## src/hw/rtl/gsvc_pkg.sv

```systemverilog
// Types and constants of the goal-seek velocity controller.
`timescale 1ns / 1ps

package gsvc_pkg;

  localparam int MAG_W      = 32;
  localparam int MUL_W      = 64;
  localparam int SUB_W      = 36;
  localparam int D2_W       = 66;
  localparam int ROOT_W     = 33;
  localparam int REM_W      = 34;
  localparam int Q_W        = 31;
  localparam int CNT_W      = 6;
  localparam int SQRT_STEPS = 33;
  localparam int DIV_STEPS  = 31;
  localparam int CFG_ADDR_W = 3;

  localparam logic [30:0] SPEED_RESET  = 31'd3277;
  localparam logic [30:0] THRESH_RESET = 31'd1311;

  localparam logic REG_SPEED  = 1'b0;
  localparam logic REG_THRESH = 1'b1;

  typedef enum logic [1:0] {
    MODE_READY   = 2'd0,
    MODE_MOVING  = 2'd1,
    MODE_INVALID = 2'd2,
    MODE_DONE    = 2'd3
  } mode_t;

  typedef enum logic [3:0] {
    S_IDLE,
    S_SQ,
    S_ACC,
    S_SQRT,
    S_THR,
    S_MUL,
    S_LOAD,
    S_DIV,
    S_SGN,
    S_OUT
  } state_t;

  typedef struct packed {
    logic [MAG_W-1:0] mul_a;
    logic [MAG_W-1:0] mul_b;
    logic [SUB_W-1:0] sub_a;
    logic [SUB_W-1:0] sub_b;
  } alu_req_t;

endpackage

```

## src/hw/rtl/gsvc_alu.sv

```systemverilog
// Shared arithmetic unit: registered 32x32 multiplier and a compare-subtract.
`timescale 1ns / 1ps

module gsvc_alu (
  input  logic                      clk,
  input  gsvc_pkg::alu_req_t        req,
  output logic [gsvc_pkg::MUL_W-1:0] prod_r,
  output logic [gsvc_pkg::SUB_W-1:0] diff,
  output logic                      ge
);
  import gsvc_pkg::*;

  logic [SUB_W:0] sub_full;

  always_ff @(posedge clk) begin
    prod_r <= {{(MUL_W-MAG_W){1'b0}}, req.mul_a} * {{(MUL_W-MAG_W){1'b0}}, req.mul_b};
  end

  assign sub_full = {1'b0, req.sub_a} - {1'b0, req.sub_b};
  assign diff     = sub_full[SUB_W-1:0];
  assign ge       = ~sub_full[SUB_W];

endmodule

```

## src/hw/rtl/goal_seek_velocity_controller_core.sv

```systemverilog
// Top level of the goal-seek velocity controller.
`timescale 1ns / 1ps

// Each input word is either a control step (current and goal position, signed
// Q16.16) or a command that forces the mode. A control step in mode ready or
// moving that moves on passes through these steps: three squares
// through the shared multiplier, a 33-step bit-pair square root, a threshold
// compare, and per axis one multiply by speed plus a 31-step restoring division,
// all on one multiplier and one 36-bit compare-subtract unit. A step that reaches
// the goal, or has zero distance, ends after the threshold compare. A force
// command, or a step in mode invalid or done, goes straight to the output state.
// in_ready is high only between words; a finished result waits in the output
// register, so the next word may be accepted before it is taken. Every word
// yields exactly one result word. Registers at byte address 0 (speed) and 4
// (arrive threshold) should be written only while the block is idle.

module goal_seek_velocity_controller_core (
  input  logic                             clk,
  input  logic                             rst_n,
  input  logic                             in_valid,
  output logic                             in_ready,
  input  logic                             in_command,
  input  logic signed [31:0]               in_current_x,
  input  logic signed [31:0]               in_current_y,
  input  logic signed [31:0]               in_current_z,
  input  logic signed [31:0]               in_goal_x,
  input  logic signed [31:0]               in_goal_y,
  input  logic signed [31:0]               in_goal_z,
  input  logic [1:0]                       in_new_mode,
  output logic                             out_valid,
  input  logic                             out_ready,
  output logic signed [31:0]               out_vel_x,
  output logic signed [31:0]               out_vel_y,
  output logic signed [31:0]               out_vel_z,
  output logic [1:0]                       out_mode_now,
  input  logic                             cfg_psel,
  input  logic                             cfg_penable,
  input  logic                             cfg_pwrite,
  input  logic [gsvc_pkg::CFG_ADDR_W-1:0]  cfg_paddr,
  input  logic [31:0]                      cfg_pwdata,
  output logic [31:0]                      cfg_prdata,
  output logic                             cfg_pready
);
  import gsvc_pkg::*;

  state_t           state_r, state_nxt;
  mode_t            mode_r, mode_nxt;
  logic [30:0]      speed_r, thresh_r;
  logic [MAG_W-1:0] mag_r [3];
  logic [MAG_W-1:0] mag_nxt [3];
  logic [2:0]       neg_r, neg_nxt;
  logic [1:0]       idx_r, idx_nxt;
  logic [CNT_W-1:0] cnt_r, cnt_nxt;
  logic [D2_W-1:0]  d2_r, d2_nxt;
  logic [REM_W-1:0] rem_r, rem_nxt;
  logic [ROOT_W-1:0] root_r, root_nxt;
  logic [Q_W-1:0]   div_r, div_nxt;
  logic [31:0]      vel_r [3];
  logic [31:0]      vel_nxt [3];
  logic             out_valid_r;
  logic [31:0]      out_vel_r [3];
  mode_t            out_mode_r;

  alu_req_t          alu_req;
  logic [MUL_W-1:0]  prod_r;
  logic [SUB_W-1:0]  diff;
  logic              ge;

  logic signed [31:0] cur_in [3];
  logic signed [31:0] goal_in [3];
  logic signed [32:0] dif [3];
  logic [SUB_W-1:0]   sq_cur;
  logic [REM_W-1:0]   dv_cur;
  logic               accept;
  logic               out_load;
  logic               active_mode;
  logic               cfg_wr;

  gsvc_alu u_alu (
    .clk    (clk),
    .req    (alu_req),
    .prod_r (prod_r),
    .diff   (diff),
    .ge     (ge)
  );

  assign cur_in[0]  = in_current_x;
  assign cur_in[1]  = in_current_y;
  assign cur_in[2]  = in_current_z;
  assign goal_in[0] = in_goal_x;
  assign goal_in[1] = in_goal_y;
  assign goal_in[2] = in_goal_z;

  always_comb begin
    for (int i = 0; i < 3; i++) begin
      dif[i] = {goal_in[i][31], goal_in[i]} - {cur_in[i][31], cur_in[i]};
    end
  end

  assign in_ready    = (state_r == S_IDLE);
  assign accept      = in_valid && in_ready;
  assign out_load    = (state_r == S_OUT) && (!out_valid_r || out_ready);
  assign active_mode = (mode_r == MODE_READY) || (mode_r == MODE_MOVING);
  assign sq_cur      = {rem_r, d2_r[D2_W-1 -: 2]};
  assign dv_cur      = {rem_r[ROOT_W-1:0], div_r[Q_W-1]};

  always_comb begin
    state_nxt = state_r;
    unique case (state_r)
      S_IDLE: begin
        if (in_valid) begin
          state_nxt = (!in_command && active_mode) ? S_SQ : S_OUT;
        end
      end
      S_SQ:   state_nxt = S_ACC;
      S_ACC:  state_nxt = (idx_r == 2'd2) ? S_SQRT : S_SQ;
      S_SQRT: state_nxt = (cnt_r == '0) ? S_THR : S_SQRT;
      S_THR:  state_nxt = (!ge || root_r == '0) ? S_OUT : S_MUL;
      S_MUL:  state_nxt = S_LOAD;
      S_LOAD: state_nxt = S_DIV;
      S_DIV:  state_nxt = (cnt_r == '0) ? S_SGN : S_DIV;
      S_SGN:  state_nxt = (idx_r == 2'd2) ? S_OUT : S_MUL;
      S_OUT:  state_nxt = (!out_valid_r || out_ready) ? S_IDLE : S_OUT;
      default: state_nxt = S_IDLE;
    endcase
  end

  always_comb begin
    alu_req  = '0;
    mode_nxt = mode_r;
    mag_nxt  = mag_r;
    neg_nxt  = neg_r;
    idx_nxt  = idx_r;
    cnt_nxt  = cnt_r;
    d2_nxt   = d2_r;
    rem_nxt  = rem_r;
    root_nxt = root_r;
    div_nxt  = div_r;
    vel_nxt  = vel_r;
    unique case (state_r)
      S_IDLE: begin
        if (accept) begin
          for (int i = 0; i < 3; i++) begin
            vel_nxt[i] = '0;
            neg_nxt[i] = dif[i][32];
            mag_nxt[i] = dif[i][32] ? 32'(-dif[i]) : dif[i][31:0];
          end
          idx_nxt = '0;
          d2_nxt  = '0;
          if (in_command) begin
            mode_nxt = mode_t'(in_new_mode);
          end
        end
      end
      S_SQ: begin
        alu_req.mul_a = mag_r[idx_r];
        alu_req.mul_b = mag_r[idx_r];
      end
      S_ACC: begin
        d2_nxt = d2_r + {{(D2_W-MUL_W){1'b0}}, prod_r};
        if (idx_r == 2'd2) begin
          idx_nxt  = '0;
          rem_nxt  = '0;
          root_nxt = '0;
          cnt_nxt  = CNT_W'(SQRT_STEPS - 1);
        end else begin
          idx_nxt = idx_r + 2'd1;
        end
      end
      S_SQRT: begin
        alu_req.sub_a = sq_cur;
        alu_req.sub_b = {1'b0, root_r, 2'b01};
        rem_nxt  = ge ? diff[REM_W-1:0] : sq_cur[REM_W-1:0];
        root_nxt = {root_r[ROOT_W-2:0], ge};
        d2_nxt   = {d2_r[D2_W-3:0], 2'b00};
        cnt_nxt  = cnt_r - 1'b1;
      end
      S_THR: begin
        alu_req.sub_a = {{(SUB_W-ROOT_W){1'b0}}, root_r};
        alu_req.sub_b = {{(SUB_W-31){1'b0}}, thresh_r};
        mode_nxt = ge ? MODE_MOVING : MODE_DONE;
      end
      S_MUL: begin
        alu_req.mul_a = mag_r[idx_r];
        alu_req.mul_b = {1'b0, speed_r};
      end
      S_LOAD: begin
        rem_nxt = {{(REM_W-MAG_W){1'b0}}, prod_r[2*Q_W:Q_W]};
        div_nxt = prod_r[Q_W-1:0];
        cnt_nxt = CNT_W'(DIV_STEPS - 1);
      end
      S_DIV: begin
        alu_req.sub_a = {{(SUB_W-REM_W){1'b0}}, dv_cur};
        alu_req.sub_b = {{(SUB_W-ROOT_W){1'b0}}, root_r};
        rem_nxt = ge ? {1'b0, diff[ROOT_W-1:0]} : {1'b0, dv_cur[ROOT_W-1:0]};
        div_nxt = {div_r[Q_W-2:0], ge};
        cnt_nxt = cnt_r - 1'b1;
      end
      S_SGN: begin
        vel_nxt[idx_r] = neg_r[idx_r] ? -{1'b0, div_r} : {1'b0, div_r};
        if (idx_r != 2'd2) begin
          idx_nxt = idx_r + 2'd1;
        end
      end
      S_OUT: begin
      end
      default: begin
      end
    endcase
  end

  assign cfg_wr = cfg_psel && cfg_penable && cfg_pwrite;

  always_ff @(posedge clk) begin
    if (!rst_n) begin
      state_r     <= S_IDLE;
      mode_r      <= MODE_DONE;
      speed_r     <= SPEED_RESET;
      thresh_r    <= THRESH_RESET;
      out_valid_r <= 1'b0;
      idx_r       <= '0;
      cnt_r       <= '0;
    end else begin
      state_r <= state_nxt;
      mode_r  <= mode_nxt;
      idx_r   <= idx_nxt;
      cnt_r   <= cnt_nxt;
      if (cfg_wr) begin
        unique case (cfg_paddr[2])
          REG_SPEED:  speed_r  <= cfg_pwdata[30:0];
          REG_THRESH: thresh_r <= cfg_pwdata[30:0];
          default: begin
          end
        endcase
      end
      if (out_load) begin
        out_valid_r <= 1'b1;
      end else if (out_ready) begin
        out_valid_r <= 1'b0;
      end
    end
  end

  always_ff @(posedge clk) begin
    mag_r  <= mag_nxt;
    neg_r  <= neg_nxt;
    d2_r   <= d2_nxt;
    rem_r  <= rem_nxt;
    root_r <= root_nxt;
    div_r  <= div_nxt;
    vel_r  <= vel_nxt;
    if (out_load) begin
      out_vel_r  <= vel_r;
      out_mode_r <= mode_r;
    end
  end

  assign out_valid    = out_valid_r;
  assign out_vel_x    = out_vel_r[0];
  assign out_vel_y    = out_vel_r[1];
  assign out_vel_z    = out_vel_r[2];
  assign out_mode_now = out_mode_r;

  assign cfg_pready = 1'b1;
  assign cfg_prdata = (cfg_paddr[2] == REG_THRESH) ? {1'b0, thresh_r} : {1'b0, speed_r};

endmodule

```

## config.mk

```make
export PLATFORM = sky130hd
export DESIGN_NAME = goal_seek_velocity_controller_core
export DESIGN_NICKNAME = d
export VERILOG_FILES = /design/src/hw/rtl/gsvc_pkg.sv /design/src/hw/rtl/gsvc_alu.sv /design/src/hw/rtl/goal_seek_velocity_controller_core.sv
export SDC_FILE = /design/constraint.sdc
export NUM_CORES = 2
export LEC_CHECK = 0
export BUFFER_PORTS_ARGS = -buffer_cell sky130_fd_sc_hd__buf_4
export CELL_PAD_IN_SITES_DETAIL_PLACEMENT = 0
export CELL_PAD_IN_SITES_GLOBAL_PLACEMENT = 1
export CORE_MARGIN = 2
export CORE_UTILIZATION = 45
export CTS_CLUSTER_SIZE = 8
export DETAILED_ROUTE_END_ITERATION = 8
export MAX_ROUTING_LAYER = met4
export PLACE_DENSITY_LB_ADDON = 0.1
export SYNTH_ARGS = -nofsm -noshare
export SYNTH_HDL_FRONTEND = slang
export SYNTH_HIERARCHICAL = 1
export SYNTH_SLANG_ARGS = --single-unit
```

## constraint.sdc

```tcl
create_clock -name clk -period 8.3 [get_ports clk]
set_input_delay 0.415 -clock clk [delete_from_list [all_inputs] [get_ports clk]]
set_output_delay 0.415 -clock clk [all_outputs]
set_load 0.005 [all_outputs]
```

==> results_dict.tcl <==
set metrics [dict create \
    status "finished, final reports clean" \
    track_usage 0.288 \
    start_util 0.454 \
    wl_per_cell_um 22.1 \
    crit_type "register to register" \
    ant_nets 0 \
    antenna_found_initial 2 \
    required_ns 8.87 \
    clkSinkCount 598 \
    crit_path_start_kind "register" \
    p_total_mw 30.0 \
    overflow 0 \
    area_growth_pct 17.2 \
    power_per_cell_area_nw_per_um2 355 \
    max_stage_delay_ns 0.61 \
    layout-drive-gt1-share 0.156 \
    final_nets 9965 \
    fin_crit_ns 8.30 \
    rsz0062_at_grt "yes" \
    critical_path_buf_inv_count 7 \
    worst_pin_slew_ns 1.07 \
    grt_pass1_wl_um 353000 \
    crit_path_max_fanout 21 \
    skew_ns 0.0432 \
    leakage_nw 38.2 \
    vias 57363 \
    die_y_um 404 \
    place_congestion 0.930 \
    clock-root-buffer "clkbuf_16" \
    setup_tns_ns 0 \
    dr.pass1.iters 8 \
    final-setup-viol-count 0 \
    cts_tree "done" \
    hold_ws_ns 0.0592 \
    hpwl_um 182000 \
    grt_pass1_vias 58994 \
    mostFrequentLayoutCell "inv_1" \
    layout_common_cells "1164 x inv_1, 865 x fa_1, 862 x nand2_1" \
    rows 146 \
    peakVddDrop_mv 0.514 \
    worstSkewPairLatency_ns 0.71 \
    wirelength_um 231000 \
    end_kind "register" \
    synthCells 7878 \
    cp_slowest_cell "fa_1" \
    slew_viol_final 0 \
    vias_per_cell 5.47 \
    cpLargestDelayFamily "adder cells" \
    hold_path_class "primary input to register" \
    cts_made_buffers 85 \
    nFillCells 14621 \
    port_buffers 364 \
    synth.cell_area_um2 72100 \
    syn_area_per_cell_um2 9.15 \
    period_share 1.00 \
    arrival_ns 8.87 \
    path_clk_slew_ns 0.06 \
    finalHoldViolations 0 \
    drv_cap 0 \
    core_um2 159000 \
    fp.dieW_um 404 \
    grt_max_degree 101 \
    htreeDepth 3 \
    fmax_mhz 120 \
    cpMostUsedCell "fa_1" \
    dieArea_um2 163000 \
    drt_iter0_drc 4314 \
    slew_headroom 0.281 \
    ios 370 \
    clock_path_buffers 3 \
    yosysWarnings 6 \
    drc_errors 0 \
]
[state kept, by name, indices dropped and copies added, names as in the netlist, 3 cells and up]
| name | cells |
|---|---|
| vel_r | 96 |
| u_alu/prod_r | 64 |
| d2_r | 66 |
| out_vel_y | 32 |
| thresh_r | 31 |
| root_r | 33 |
| cnt_r | 6 |
| speed_r | 31 |
| div_r | 31 |
| out_vel_z | 32 |
| neg_r | 3 |
| out_vel_x | 32 |
| state_r | 4 |
| mag_r | 96 |
| rem_r | 34 |
[per-layer routing]
metal / part of all wire / vias to the layer above / wire, um / track usage
met3: 0.059 / 269 / 13600 / 0.0397
met4: 0.024 / 0 / 5500 / 0.0670
met2: 0.46 / 1566 / 107000 / 0.453
met5: 0 / - / 0 / -
li1: - / 26898 / - / -
met1: 0.45 / 28630 / 105000 / 0.397
[repair_timing]
item	CTS	global route
hold endpoints to repair	63	0
setup endpoints to repair	27	35
setup buffers	6	27
gates resized for setup	92	191
cloned	3	7
pin swaps	12	36
hold buffers	32	0
[tightest hold or removal path, cell delays in order]
cell	delay, ns
buf_4	0.08
mux2_2	0.12
o21ai_0	0.06
nand2_1	0.06
[power by group]
group,switching (mW),total [mW],internal (mW)
logic,12.9,21.6,8.75
registers,0.609,5.09,4.48
clock network,1.36,3.28,1.92
total,14.9,30.0,15.2
[path summary, 6_finish.rpt]
check | from | slack [ns] | cells after the start | end
worst min register to register | vel_r[26] | 0.42 | 0 | out_vel_z[26]
worst min-delay path | in_new_mode[1] | 0.06 | 4 | mode_r[1]
worst max-delay path | idx_r[0] | 0.0004 | 32 | u_alu/prod_r[58]
worst max register to register | idx_r[0] | 0.0004 | 32 | u_alu/prod_r[58]
[area by class of cell]
cell class / count / area [um2] / area share
multi-input cells: 5668 / 50900 / 0.602
clock inverters: 7 / 143 / 0.00169
well taps: 2072 / 2590 / 0.0307
repair buffers: 829 / 7560 / 0.0895
diodes: 2 / 5.00 / 0.0000592
flip-flops and latches: 598 / 16600 / 0.196
clock buffers: 130 / 2330 / 0.0275
inverters: 1176 / 4410 / 0.0522
[through the flow]
stage          cells  utilization  area (um2)  setup WS (ns)
2_1_floorplan   7879            -       72100         0.0244
3_3_place_gp   10269        0.504       79900         -0.193
3_5_place_dp   10269        0.504       79900         -0.310
4_1_cts        10447        0.525       83300       -0.00508
5_1_grt        10480        0.532       84500         -0.224
6_report       10482        0.532       84500       0.000410
Power figures use the tool's default switching activity.
